File: src/design/assert_macros.svh
// Assertion macros used by the top-level design file.
`ifndef ASSERT_MACROS_SVH
`define ASSERT_MACROS_SVH

// Checks a property on every rising edge of clk while rst_n is high.
`define ASSERT_ALWAYS(label, prop, msg) \
    label: assert property (@(posedge clk) disable iff (!rst_n) (prop)) else $error(msg);

// Checks that a condition never holds on a rising edge of clk while rst_n is high.
`define ASSERT_NEVER(label, cond, msg) \
    label: assert property (@(posedge clk) disable iff (!rst_n) !(cond)) else $error(msg);

`endif

File: src/design/utcn_pkg.sv
// Types and constants of the usage threshold crossing notifier.
`timescale 1ns / 1ps

package utcn_pkg;

    localparam int THRESH_DEPTH_DEFAULT = 16;
    localparam int VALUE_W = 64;
    localparam int EVENT_W = 8;
    localparam int COUNT_W = 5;
    localparam int PADDR_W = 3;
    localparam int PDATA_W = 32;

    localparam logic MODE_LOAD = 1'b0;
    localparam logic MODE_USAGE = 1'b1;

    localparam logic REG_MEM_COUNT = 1'b0;
    localparam logic REG_MEMSW_COUNT = 1'b1;

    typedef struct packed {
        logic               mode;
        logic               table_select;
        logic [3:0]         entry_index;
        logic [VALUE_W-1:0] threshold_value;
        logic [EVENT_W-1:0] event_id;
        logic [VALUE_W-1:0] usage;
    } cmd_t;

    typedef struct packed {
        logic [EVENT_W-1:0] signal_event;
        logic               signal_bank;
        logic               crossed_upward;
        logic               last;
    } result_t;

    typedef struct packed {
        logic [VALUE_W-1:0] threshold;
        logic [EVENT_W-1:0] event_id;
    } entry_t;

    typedef enum logic [2:0] {
        ST_IDLE,
        ST_PREP,
        ST_DOWN,
        ST_UP,
        ST_DONE
    } state_t;

endpackage

File: src/design/utcn_table.sv
// Threshold and event id storage for both banks, one write and one registered read port.
`timescale 1ns / 1ps

module utcn_table
    import utcn_pkg::*;
#(
    parameter int THRESH_DEPTH = THRESH_DEPTH_DEFAULT,
    localparam int IDX_W = (THRESH_DEPTH > 1) ? $clog2(THRESH_DEPTH) : 1,
    localparam int ADDR_W = IDX_W + 1
)
(
    input  logic              clk,
    input  logic              we,
    input  logic [ADDR_W-1:0] waddr,
    input  entry_t            wdata,
    input  logic [ADDR_W-1:0] raddr,
    output entry_t            rdata
);

    entry_t mem [2**ADDR_W];
    entry_t rdata_reg;

    always_ff @(posedge clk)
    begin
        if (we)
        begin
            mem[waddr] <= wdata;
        end
    end

    always_ff @(posedge clk)
    begin
        rdata_reg <= mem[raddr];
    end

    assign rdata = rdata_reg;

endmodule

File: src/design/usage_threshold_crossing_notifier.sv
// Top level of the usage threshold crossing notifier: sequencer, compare unit and registers.
//
// Usage: a command word is taken on start while busy is low. A load word (mode 0)
// writes one threshold and event id into the selected bank in that same edge and
// leaves busy low. A usage word (mode 1) raises busy while a sequencer walks the
// bank through one shared 64-bit comparator, one stored threshold per cycle: first
// downward from the stored position, then upward. Each crossed threshold yields one
// result word, shown for one cycle with result_valid high; the last word of the walk
// carries last. The receiver cannot stall, so words are never held back.
// Each usage word compares every crossed entry plus at most two entries that cross
// nothing. The single memory read port, one entry per cycle, sets the walk's pace.
// A result word waits in a pending register until the next crossing or the done
// state, then passes through the result register; the last one appears in the
// first cycle after busy falls. An empty bank gives no word; its walk ends in prep.
// Reset clears the sequencer, both counts and both positions to minus one; the
// threshold memory is not cleared and must be loaded before it is used.
// Counts are written over the APB port at byte addresses 0 and 4; the user must do so
// only while the block is idle, as the block itself does not enforce it.
`timescale 1ns / 1ps
`include "assert_macros.svh"

module usage_threshold_crossing_notifier
    import utcn_pkg::*;
#(
    parameter int THRESH_DEPTH = THRESH_DEPTH_DEFAULT
)
(
    input  logic               clk,
    input  logic               rst_n,
    input  logic               start,
    output logic               busy,
    input  cmd_t               cmd,
    output logic               result_valid,
    output result_t            result,
    input  logic               psel,
    input  logic               penable,
    input  logic               pwrite,
    input  logic [PADDR_W-1:0] paddr,
    input  logic [PDATA_W-1:0] pwdata,
    output logic [PDATA_W-1:0] prdata,
    output logic               pready
);

    localparam int IDX_W = (THRESH_DEPTH > 1) ? $clog2(THRESH_DEPTH) : 1;
    localparam int ADDR_W = IDX_W + 1;
    localparam int CNT_W = $clog2(THRESH_DEPTH + 1);
    localparam int POS_W = CNT_W + 1;

    state_t state_reg;
    state_t state_next;

    logic [COUNT_W-1:0] mem_count_reg;
    logic [COUNT_W-1:0] memsw_count_reg;
    logic               cfg_write;
    logic [COUNT_W-1:0] cfg_sel;

    logic               bank_reg;
    logic [VALUE_W-1:0] usage_reg;

    logic signed [POS_W-1:0] pos_reg [2];
    logic signed [POS_W-1:0] cur_reg;
    logic signed [POS_W-1:0] cur_next;
    logic signed [POS_W-1:0] cur_dec;
    logic signed [POS_W-1:0] cur_inc;
    logic signed [POS_W-1:0] rd_idx;
    logic signed [POS_W-1:0] pos_start;
    logic signed [POS_W-1:0] cnt_s;
    logic [7:0]              cfg_sel8;
    logic [CNT_W-1:0]        cnt_sel;
    logic                    cnt_zero;
    logic                    at_top;
    logic                    thr_above;
    logic                    pos_we;

    logic               pend_valid_reg;
    logic               pend_valid_next;
    logic [EVENT_W-1:0] pend_event_reg;
    logic [EVENT_W-1:0] pend_event_next;
    logic               pend_up_reg;
    logic               pend_up_next;
    logic               emit;
    logic               emit_last;

    logic    res_valid_reg;
    result_t res_reg;

    logic              accept;
    logic              load_we;
    logic [IDX_W+3:0]  widx_ext;
    logic [ADDR_W-1:0] waddr;
    logic [ADDR_W-1:0] raddr;
    entry_t            wdata;
    entry_t            rd_data;

    assign accept = start && !busy;
    assign busy = (state_reg != ST_IDLE);

    assign cfg_write = psel && penable && pwrite && pready;
    assign pready = 1'b1;
    assign cfg_sel = (paddr[2] == REG_MEMSW_COUNT) ? memsw_count_reg : mem_count_reg;
    assign prdata = {{(PDATA_W - COUNT_W){1'b0}}, cfg_sel};

    always_ff @(posedge clk or negedge rst_n)
    begin
        if (!rst_n)
        begin
            mem_count_reg <= '0;
            memsw_count_reg <= '0;
        end
        else if (cfg_write)
        begin
            unique case (paddr[2])
                REG_MEM_COUNT:   mem_count_reg <= pwdata[COUNT_W-1:0];
                REG_MEMSW_COUNT: memsw_count_reg <= pwdata[COUNT_W-1:0];
                default:         mem_count_reg <= mem_count_reg;
            endcase
        end
    end

    assign widx_ext = {{IDX_W{1'b0}}, cmd.entry_index};
    assign load_we = accept && (cmd.mode == MODE_LOAD)
                     && ({4'b0, cmd.entry_index} < 8'(THRESH_DEPTH));
    assign waddr = {cmd.table_select, widx_ext[IDX_W-1:0]};
    assign wdata = '{threshold: cmd.threshold_value, event_id: cmd.event_id};
    assign raddr = {bank_reg, rd_idx[IDX_W-1:0]};

    utcn_table #(
        .THRESH_DEPTH(THRESH_DEPTH)
    ) u_table (
        .clk(clk),
        .we(load_we),
        .waddr(waddr),
        .wdata(wdata),
        .raddr(raddr),
        .rdata(rd_data)
    );

    always_ff @(posedge clk)
    begin
        if (accept)
        begin
            bank_reg <= cmd.table_select;
            usage_reg <= cmd.usage;
        end
    end

    assign cfg_sel8 = {3'b0, bank_reg ? memsw_count_reg : mem_count_reg};
    assign cnt_sel = (cfg_sel8 > 8'(THRESH_DEPTH)) ? CNT_W'(THRESH_DEPTH)
                                                    : cfg_sel8[CNT_W-1:0];
    assign cnt_s = signed'({1'b0, cnt_sel});
    assign cnt_zero = (cnt_sel == '0);
    assign pos_start = (pos_reg[bank_reg] >= cnt_s) ? (cnt_s - POS_W'(1))
                                                     : pos_reg[bank_reg];
    assign cur_dec = cur_reg - POS_W'(1);
    assign cur_inc = cur_reg + POS_W'(1);
    assign at_top = (cur_inc >= cnt_s);
    assign thr_above = (rd_data.threshold > usage_reg);

    always_comb
    begin
        state_next = state_reg;
        unique case (state_reg)
            ST_IDLE:
            begin
                if (accept && (cmd.mode == MODE_USAGE))
                begin
                    state_next = ST_PREP;
                end
            end
            ST_PREP:
            begin
                if (cnt_zero)
                begin
                    state_next = ST_IDLE;
                end
                else if (!pos_start[POS_W-1])
                begin
                    state_next = ST_DOWN;
                end
                else
                begin
                    state_next = ST_UP;
                end
            end
            ST_DOWN:
            begin
                if (thr_above)
                begin
                    state_next = (cur_reg == '0) ? ST_UP : ST_DOWN;
                end
                else
                begin
                    state_next = at_top ? ST_DONE : ST_UP;
                end
            end
            ST_UP:
            begin
                if (!thr_above && !at_top)
                begin
                    state_next = ST_UP;
                end
                else
                begin
                    state_next = ST_DONE;
                end
            end
            ST_DONE:
            begin
                state_next = ST_IDLE;
            end
            default:
            begin
                state_next = ST_IDLE;
            end
        endcase
    end

    always_comb
    begin
        cur_next = cur_reg;
        rd_idx = cur_reg;
        pend_valid_next = pend_valid_reg;
        pend_event_next = pend_event_reg;
        pend_up_next = pend_up_reg;
        emit = 1'b0;
        emit_last = 1'b0;
        pos_we = 1'b0;
        unique case (state_reg)
            ST_IDLE:
            begin
                rd_idx = cur_reg;
            end
            ST_PREP:
            begin
                pend_valid_next = 1'b0;
                cur_next = pos_start[POS_W-1] ? '0 : pos_start;
                rd_idx = cur_next;
            end
            ST_DOWN:
            begin
                if (thr_above)
                begin
                    emit = pend_valid_reg;
                    pend_valid_next = 1'b1;
                    pend_event_next = rd_data.event_id;
                    pend_up_next = 1'b0;
                    cur_next = (cur_reg == '0) ? '0 : cur_dec;
                end
                else
                begin
                    cur_next = cur_inc;
                end
                rd_idx = cur_next;
            end
            ST_UP:
            begin
                if (!thr_above)
                begin
                    emit = pend_valid_reg;
                    pend_valid_next = 1'b1;
                    pend_event_next = rd_data.event_id;
                    pend_up_next = 1'b1;
                    cur_next = cur_inc;
                end
                rd_idx = cur_next;
            end
            ST_DONE:
            begin
                emit = pend_valid_reg;
                emit_last = 1'b1;
                pend_valid_next = 1'b0;
                pos_we = 1'b1;
            end
            default:
            begin
                rd_idx = cur_reg;
            end
        endcase
    end

    always_ff @(posedge clk or negedge rst_n)
    begin
        if (!rst_n)
        begin
            state_reg <= ST_IDLE;
            pend_valid_reg <= 1'b0;
            res_valid_reg <= 1'b0;
            pos_reg[0] <= '1;
            pos_reg[1] <= '1;
        end
        else
        begin
            state_reg <= state_next;
            pend_valid_reg <= pend_valid_next;
            res_valid_reg <= emit;
            if (pos_we)
            begin
                pos_reg[bank_reg] <= cur_dec;
            end
        end
    end

    always_ff @(posedge clk)
    begin
        cur_reg <= cur_next;
        pend_event_reg <= pend_event_next;
        pend_up_reg <= pend_up_next;
        res_reg <= '{signal_event: pend_event_reg, signal_bank: bank_reg,
                     crossed_upward: pend_up_reg, last: emit_last};
    end

    assign result_valid = res_valid_reg;
    assign result = res_reg;

    `ASSERT_ALWAYS(a_mid_result_busy, (result_valid && !result.last) |-> busy,
                   "A result word that is not the last one appeared outside a walk.")
    `ASSERT_ALWAYS(a_usage_starts_walk,
                   (accept && cmd.mode == MODE_USAGE) |=> (state_reg == ST_PREP),
                   "An accepted usage word did not start a walk.")
    `ASSERT_ALWAYS(a_done_returns_idle, (state_reg == ST_DONE) |=> (state_reg == ST_IDLE),
                   "The walk did not end one cycle after its final step.")
    `ASSERT_ALWAYS(a_cur_in_range,
                   (state_reg == ST_DOWN || state_reg == ST_UP)
                   |-> (!cur_reg[POS_W-1] && (cur_reg < cnt_s)),
                   "The walk index left the range of entries in use.")
    `ASSERT_NEVER(a_load_while_busy, load_we && busy,
                  "A table entry was written during a walk.")

endmodule

File: config.mk
export PLATFORM = sky130hd
export DESIGN_NAME = usage_threshold_crossing_notifier
export DESIGN_NICKNAME = d
export VERILOG_FILES = /design/src/design/utcn_pkg.sv /design/src/design/utcn_table.sv /design/src/design/usage_threshold_crossing_notifier.sv
export VERILOG_INCLUDE_DIRS = /design/src /design/src/design
export SDC_FILE = /design/constraint.sdc
export NUM_CORES = 2
export LEC_CHECK = 0
export ABC_AREA = 1
export BUFFER_PORTS_ARGS = -buffer_cell sky130_fd_sc_hd__clkbuf_2
export CELL_PAD_IN_SITES_DETAIL_PLACEMENT = 0
export CELL_PAD_IN_SITES_GLOBAL_PLACEMENT = 1
export CORE_ASPECT_RATIO = 1.5
export CORE_MARGIN = 3
export CORE_UTILIZATION = 50
export DETAILED_ROUTE_END_ITERATION = 16
export GPL_ROUTABILITY_DRIVEN = 0
export PLACE_DENSITY = 0.82
export REMOVE_ABC_BUFFERS = 1
export SETUP_SLACK_MARGIN = 0.2
export SLEW_MARGIN = 20
export SYNTH_ARGS = -nofsm -noshare
export SYNTH_HDL_FRONTEND = slang
export SYNTH_HIERARCHICAL = 1
export SYNTH_SLANG_ARGS = --single-unit
File: constraint.sdc
create_clock -name clk -period 6.3 [get_ports clk]
set_input_delay 0 -clock clk [delete_from_list [all_inputs] [get_ports clk]]
set_output_delay 0 -clock clk [all_outputs]
set_load 0.05 [all_outputs]
### Word-level counts from Yosys, hierarchy flattened

Memories as Yosys holds them, arrays and structs flattened. A register that Yosys moved wholly into a read port is not among the register bits.
Cells that the tools add are included.

| storage, ports and cells | value |
|---|---|
| bits in registers | 118 |
| bits in writable memories | 2,304 |
| input port bits | 183 |
| output and inout bits | 46 |
| word-level logic and storage cells | 97 |
| memories | 1 |

| cells by class | value |
|---|---|
| $add $sub $neg | 3 |
| order comparisons | 6 |
| equal/unequal tests | 7 |
| muxes and demuxes | 37 |
| bitwise operators | 3 |
| reductions and logical operators | 23 |

Memory list:

| name | depth | bits a word | read ports | clocked after Yosys merged registers in | write ports | line | text |
|---|---|---|---|---|---|---|---|
| u_table.mem | 32 | 72 | 1 | 1 | 1 | utcn_table.sv:20 | `entry_t mem [2**ADDR_W];` |

Operators by type and width:

| operator | count |
|---|---|
| 64-bit > comparator | 1 |
| 6-bit 2-to-1 mux | 8 |
| 5-bit 2-to-1 mux | 4 |
| 6-bit case mux with 3 select lines | 1 |
| 8-bit 2-to-1 mux | 2 |
| 8-bit case mux with 2 select lines | 1 |
| 12-bit bitwise mux | 1 |
| 6-bit greater-or-equal comparator | 2 |
| 3-bit 2-to-1 mux | 4 |
| 3-bit case mux with 4 select lines | 1 |
| 1-bit 2-to-1 mux | 10 |
| 3-bit nonzero test | 3 |
| 1-bit logical AND | 7 |
| 6-bit by 2-bit adder with 6-bit output (second input constant) | 1 |
| 6-bit demux with 1-bit select | 1 |
| 3-bit by 2-bit equality test with 1-bit output (second input constant) | 2 |
| 6-bit logical NOT | 1 |
| 2-bit inequality test (second input constant) | 3 |
| 1-bit case mux with 3 select lines | 2 |
| 2-bit AND reduction | 3 |
| 3-bit AND reduction | 2 |
| 5-bit by 1-bit subtractor with 6-bit output (second input constant) | 1 |
| 6-bit by 2-bit subtractor with 6-bit output (second input constant) | 1 |
| 5-bit > comparator (second input constant) | 1 |
| 13 further kinds | 16 |

### Longest topological paths before layout

| depth | value |
|---|---|
| word-level depth | 9 |
| depth in mapped cells | 33 |
| gate-level depth less buffers | 30 |

### Modules after synthesis

Netlist, hierarchy kept.

Modules (own cells, without submodules):

| module | times used | cells each | area each (um^2) | sequential area each (um^2) |
|---|---|---|---|---|
| utcn_table | 1 | 7,592 | 93,278.2 | 70,627.7 |
| usage_threshold_crossing_notifier | 1 | 717 | 6,700.2 | 3,273.1 |

### Worst setup path before layout

OpenSTA, ideal clock, no wires.

| timing path | value |
|---|---|
| kind | register to register |
| start point | register state_reg[0] |
| end point | memory u_table/mem[27][0] (netlist bit) (enable) |
| setup time | 503 ps |
| arrival time | 4,549 ps |
| data required time | 5,797 ps |
| path slack | 1,248 ps |
| stages on the path, launching flop included | 8 |
| path buffers | 0 |
| period minus slack after synthesis | 5,052 ps |
| cell sequence | dfrtp_1 nor2_1 inv_1 nor2_1 inv_1 nor3_1 nand3_1 nor2_1 |

| on the way | value |
|---|---|
| cells in the longest elaborated chain, start to end | 6 |

RTL lines:

| element | line | text |
|---|---|---|
| start, declared | usage_threshold_crossing_notifier.sv:49 | `state_t state_reg;` |
| start signal, assigned | usage_threshold_crossing_notifier.sv:293 | `state_reg <= state_next;` |
| 3-bit nonzero test | usage_threshold_crossing_notifier.sv:96 | `assign busy = (state_reg != ST_IDLE);` |
| named net busy | usage_threshold_crossing_notifier.sv:31 | `output logic busy,` |
| 1-bit logical NOT | usage_threshold_crossing_notifier.sv:95 | `assign accept = start && !busy;` |
| 1-bit logical AND | usage_threshold_crossing_notifier.sv:95 |  |
| 1-bit logical AND | usage_threshold_crossing_notifier.sv:121 | `assign load_we = accept && (cmd.mode == MODE_LOAD)` |
| named net load_we | usage_threshold_crossing_notifier.sv:88 | `logic load_we;` |
| 1-bit 2-to-1 mux | utcn_table.sv:25 | `if (we)` |
| 1-bit 2-to-1 mux (implied by the code) | utcn_table.sv:27 | `mem[waddr] <= wdata;` |
| end, declared | utcn_table.sv:20 |  |

The timed path passes the listed nets, and every way through them passes these cells.

### Worst setup path after layout

| timing path | value |
|---|---|
| start point | register, netlist name u_table/rdata[30] |
| end point | register, netlist name u_table/rdata[12] |

| on the way | value |
|---|---|
| cells in the longest elaborated chain, start to end | 3 |
| elaborated cells on any way between the ends | 4 |
| classes of those cells | 1 x order compare; 3 x mux |

RTL lines:

| element | line | text |
|---|---|---|
| 64-bit > comparator * | usage_threshold_crossing_notifier.sv:157 | `assign thr_above = (rd_data.threshold > usage_reg);` |
| 6-bit 2-to-1 mux (on tied branches) | usage_threshold_crossing_notifier.sv:257, usage_threshold_crossing_notifier.sv:241 |  |
| 6-bit case mux with 3 select lines * | -- |  |
| named net cur_next[0] | usage_threshold_crossing_notifier.sv:62 | `logic signed [POS_W-1:0] cur_next;` |

Mark *: on every way through the listed nets, which the timed path passes. The rest lies on a longest branch. The select of a mux whose other input is x is not followed.
A chain may end at the register's enable or synchronous reset.

==> results.tsv <==
stage	metric	value	unit
hold_path	Worst Hold End	state_reg[0]	
die	Die Wd	371	um
finish	share of cells above drive strength 1	0.0873	
route	DR vias	67200	
power	peak supply drop	0.721	mV
grt	pin count of the biggest net entering global routing	142	
synth	post-synthesis cell count	8309	
route	Initial DRC Count	7524	
place	Cell Area, Placed	0.104	mm^2
setup_path	Crit-path slowest cell	buf_4	
sta	Slew headroom	0.204	
power	Leak	41.6	nW
power	Combinational Power Share	0.496	
synth	Synth Cell Area	0.100	mm^2
clock_network	total clock sinks	2494	
sta	Final period util	0.858	
sta	worst-margin pin slew	1.19	ns
finish	commonest non-fill, non-tap cell in the layout	nand2_1	
route	DRC	0	
grt	global route total overflow	0	
setup_path	crit path max fanout	64	
power	Sw Pwr	29.5	mW
clock_network	clock buffer depth	4	
setup_path	Largest stage delay, worst path	0.63	ns
place	port bufs	171	
clock_network	CTS tree	built	
die	Initial Util	0.504	
setup_path	RR Endpoint	u_table/rdata[12]	
finish	# nets final	8882	
setup_path	Startpoint Class	flip-flop	
finish	fin util	0.575	
sta	unrepaired setup endpoints after global routing	false	
sta	fmax	0.185	GHz
die	I/O pins	229	
hold_path	worst hold path class	in2reg	
setup_path	crit path from	u_table/rdata[30]	
power	Reg power frac	0.292	
clock_network	Post-CTS Setup Bufs	0	
finish	most frequent cells in the layout	2797 x nand2_1, 2380 x edfxtp_1, 2063 x nand3_1	
synth	Netlist cell types	44	
die	row count	200	
route	Initial DRT Pass Iterations	6	
route	Final ANT Viol Nets	0	
power	Switching Share	0.449	
synth	Synth Flop Type	edfxtp_1	
setup_path	Worst EP arrival	6.19	ns
setup_path	CP most frequent cell	nand2_1	
flow_run	max-cap violations	0	
clock_network	root buf cell	clkbuf_16	
synth	#FFs+latches synth	2494	
synth	Synth Warn #	6	
grt	initial antenna violation count	26	
route	DR vias/cell	5.87	
die	Die Span Y	554	um
power	cell-internal power	36.2	mW
clock_network	Reg clk slew, reported paths	0.06	ns
setup_path	Reg2Reg Depth	26	
die	die area	0.205	mm^2
finish	filler cell count	15500	
sta	# setup viols final	0	
route	DR WL/cell	24.8	um
setup_path	FF-to-FF setup slack	0.90	ns
synth	EDFF count, synth	2380	
sta	fin crit period	5.40	ns
sta	max-slew violations	0	
setup_path	CP required	7.09	ns
clock_network	Worst-Skew Late Latency	0.89	ns
hold_path	Hold Path Stages	4	
finish	Finished Cell Area	0.114	mm^2
grt	gr usage total	0.272	
clock_network	H-Tree Depth	4	
power	Clock Power Share	0.212	
setup_path	Crit. End Element	flip-flop	
status	status	finished, final reports clean	
grt	vias in the first global route	64100	
synth	Avg Cell Area, Syn	12.0	um^2
hold_path	Hold Startpoint	cmd[141]	
setup_path	FF-to-FF Start	u_table/rdata[30]	
synth	asr flop ratio synth	0.0108	
finish	max FFs per register	2304	
sta	Final Skew	0.0551	ns
die	core footprint	0.198	mm^2
setup_path	critical path class	reg2reg	
place	half-perimeter wire length after placement	142000	um
synth	register area share after synthesis	0.739	
power	Power per Cell Area	575	mW/mm^2
grt	global-route wire length before repair	415000	um
sta	Fin. Hold Viols	0	
route	Total Routed Length	284000	um
finish	synthesis-to-finish area growth	14.2	%
clock_network	CTS buffer count	230	
## cell families (layout without fill, tap and decap cells)
logic type,count (synthesis),count (layout),share of synthesized area
adders and majority gates,78,78,0.00976
DFF,2494,2494,0.739
AOI/OAI and AO/OA,91,91,0.00501
muxes,1,1,0.000100
and+or+nand+nor,4969,4969,0.214
buffers and inverters,665,1139,0.0315
xor gates and xnor gates,9,9,0.000788
other,2,42,0.0000751
## worst max-delay path: cells and delay by family (launching register included)
kind / cells / cell delay, ns
and+or+nand+nor: 21 / 2.88
DFF: 1 / 0.42
adders and majority gates: 1 / 0.33
buffers and inverters: 4 / 1.60
## layout make-up
cell class	count	area (um^2)	share of cell area
sequential	2494	73900	0.647
multi-input combinational	5176	23300	0.204
clock buffer	277	6090	0.0533
timing repair buffer	580	5590	0.0490
tap	2626	3290	0.0288
clock inverter	143	1400	0.0123
inverter	139	587	0.00514
antenna	14	35.0	0.000307
## through the flow
stage / hold slack (ns) / setup WS, ns / std cells / setup TNS (ns) / total power, mW
6_report: 0.0421 / 0.897 / 11400 / 0 / 65.7
5_1_grt: 0.0698 / 0.543 / 11400 / 0 / 69.6
4_1_cts: 0.0130 / 0.955 / 11400 / 0 / 65.7
3_5_place_dp: 0.0857 / 0.978 / 10800 / 0 / 51.6
3_3_place_gp: 0.0679 / 1.02 / 10800 / 0 / 51.1
2_1_floorplan: -0.296 / -55.92 / 7809 / -4066.92 / 28.0
## routing by layer
| layer | routed length [um] | GRT usage |
|---|---|---|
| met2 | 136000 | 0.444 |
| met1 | 109000 | 0.366 |
| met5 | 107 | 0 |
| met4 | 12000 | 0.108 |
| met3 | 27200 | 0.0436 |
## power by group through the flow
stage | sequential [mW] | combinational (mW) | clock (mW)
2_1_floorplan | 19.4 | 8.54 | 0
3_3_place_gp | 19.5 | 31.5 | 0
3_5_place_dp | 19.5 | 32.1 | 0
4_1_cts | 19.2 | 32.4 | 14.1
5_1_grt | 19.2 | 35.6 | 14.8
6_report | 19.2 | 32.5 | 13.9
## repair_timing
| action | 4_1_cts | 5_1_grt |
|---|---|---|
| hold endpoints to repair | 2445 | 0 |
| gates resized for setup | 0 | 0 |
| hold buffers | 227 | 0 |
## cell usage after synthesis (2+ instances only)
| master | instances | area, um^2 |
|---|---|---|
| clkbuf_1 | 58 | 218 |
| a21oi_2 | 2 | 17.5 |
| buf_6 | 7 | 78.8 |
| nand2_1 | 2798 | 10500 |
| conb_1 | 2 | 7.51 |
| o21ai_0 | 39 | 195 |
| nor3_1 | 5 | 25.0 |
| nand2_2 | 3 | 18.8 |
| nor2_1 | 72 | 270 |
| dfrtp_1 | 15 | 375 |
| o211ai_1 | 3 | 22.5 |
| inv_2 | 4 | 15.0 |
| dfstp_2 | 12 | 315 |
| inv_1 | 132 | 495 |
| buf_2 | 352 | 1760 |
| nand3_1 | 2064 | 10300 |
| dfxtp_1 | 87 | 1740 |
| ha_1 | 78 | 976 |
| buf_1 | 68 | 255 |
| buf_4 | 41 | 308 |
| nand3b_1 | 3 | 22.5 |
| and3_1 | 2 | 12.5 |
| o21ai_1 | 3 | 15.0 |
| nand4_1 | 13 | 81.3 |
| o21ai_2 | 2 | 17.5 |
| o21a_1 | 4 | 30.0 |
| xnor2_1 | 3 | 26.3 |
| edfxtp_1 | 2380 | 71500 |
| nand2_4 | 2 | 22.5 |
| a21oi_1 | 32 | 160 |
| nor3_2 | 2 | 20.0 |
| xor2_1 | 6 | 52.6 |
| a21o_1 | 2 | 15.0 |
| o22ai_1 | 2 | 12.5 |
| nand3_2 | 2 | 20.0 |
## worst max-delay path by stage
| stage | end | slack, ns | cells past startpoint |
|---|---|---|---|
| final | u_table/rdata[12] | 0.90 | 26 |
| after global routing | u_table/rdata[68] | 0.54 | 30 |
| after CTS | u_table/rdata[68] | 0.96 | 28 |
| after detailed placement | u_table/rdata[68] | 0.98 | 28 |
| after global placement | u_table/rdata[6] | 1.02 | 26 |
| after floorplan | u_table/rdata[16] | -55.92 | 23 |
No activity file was read; power rests on OpenSTA's default activity.
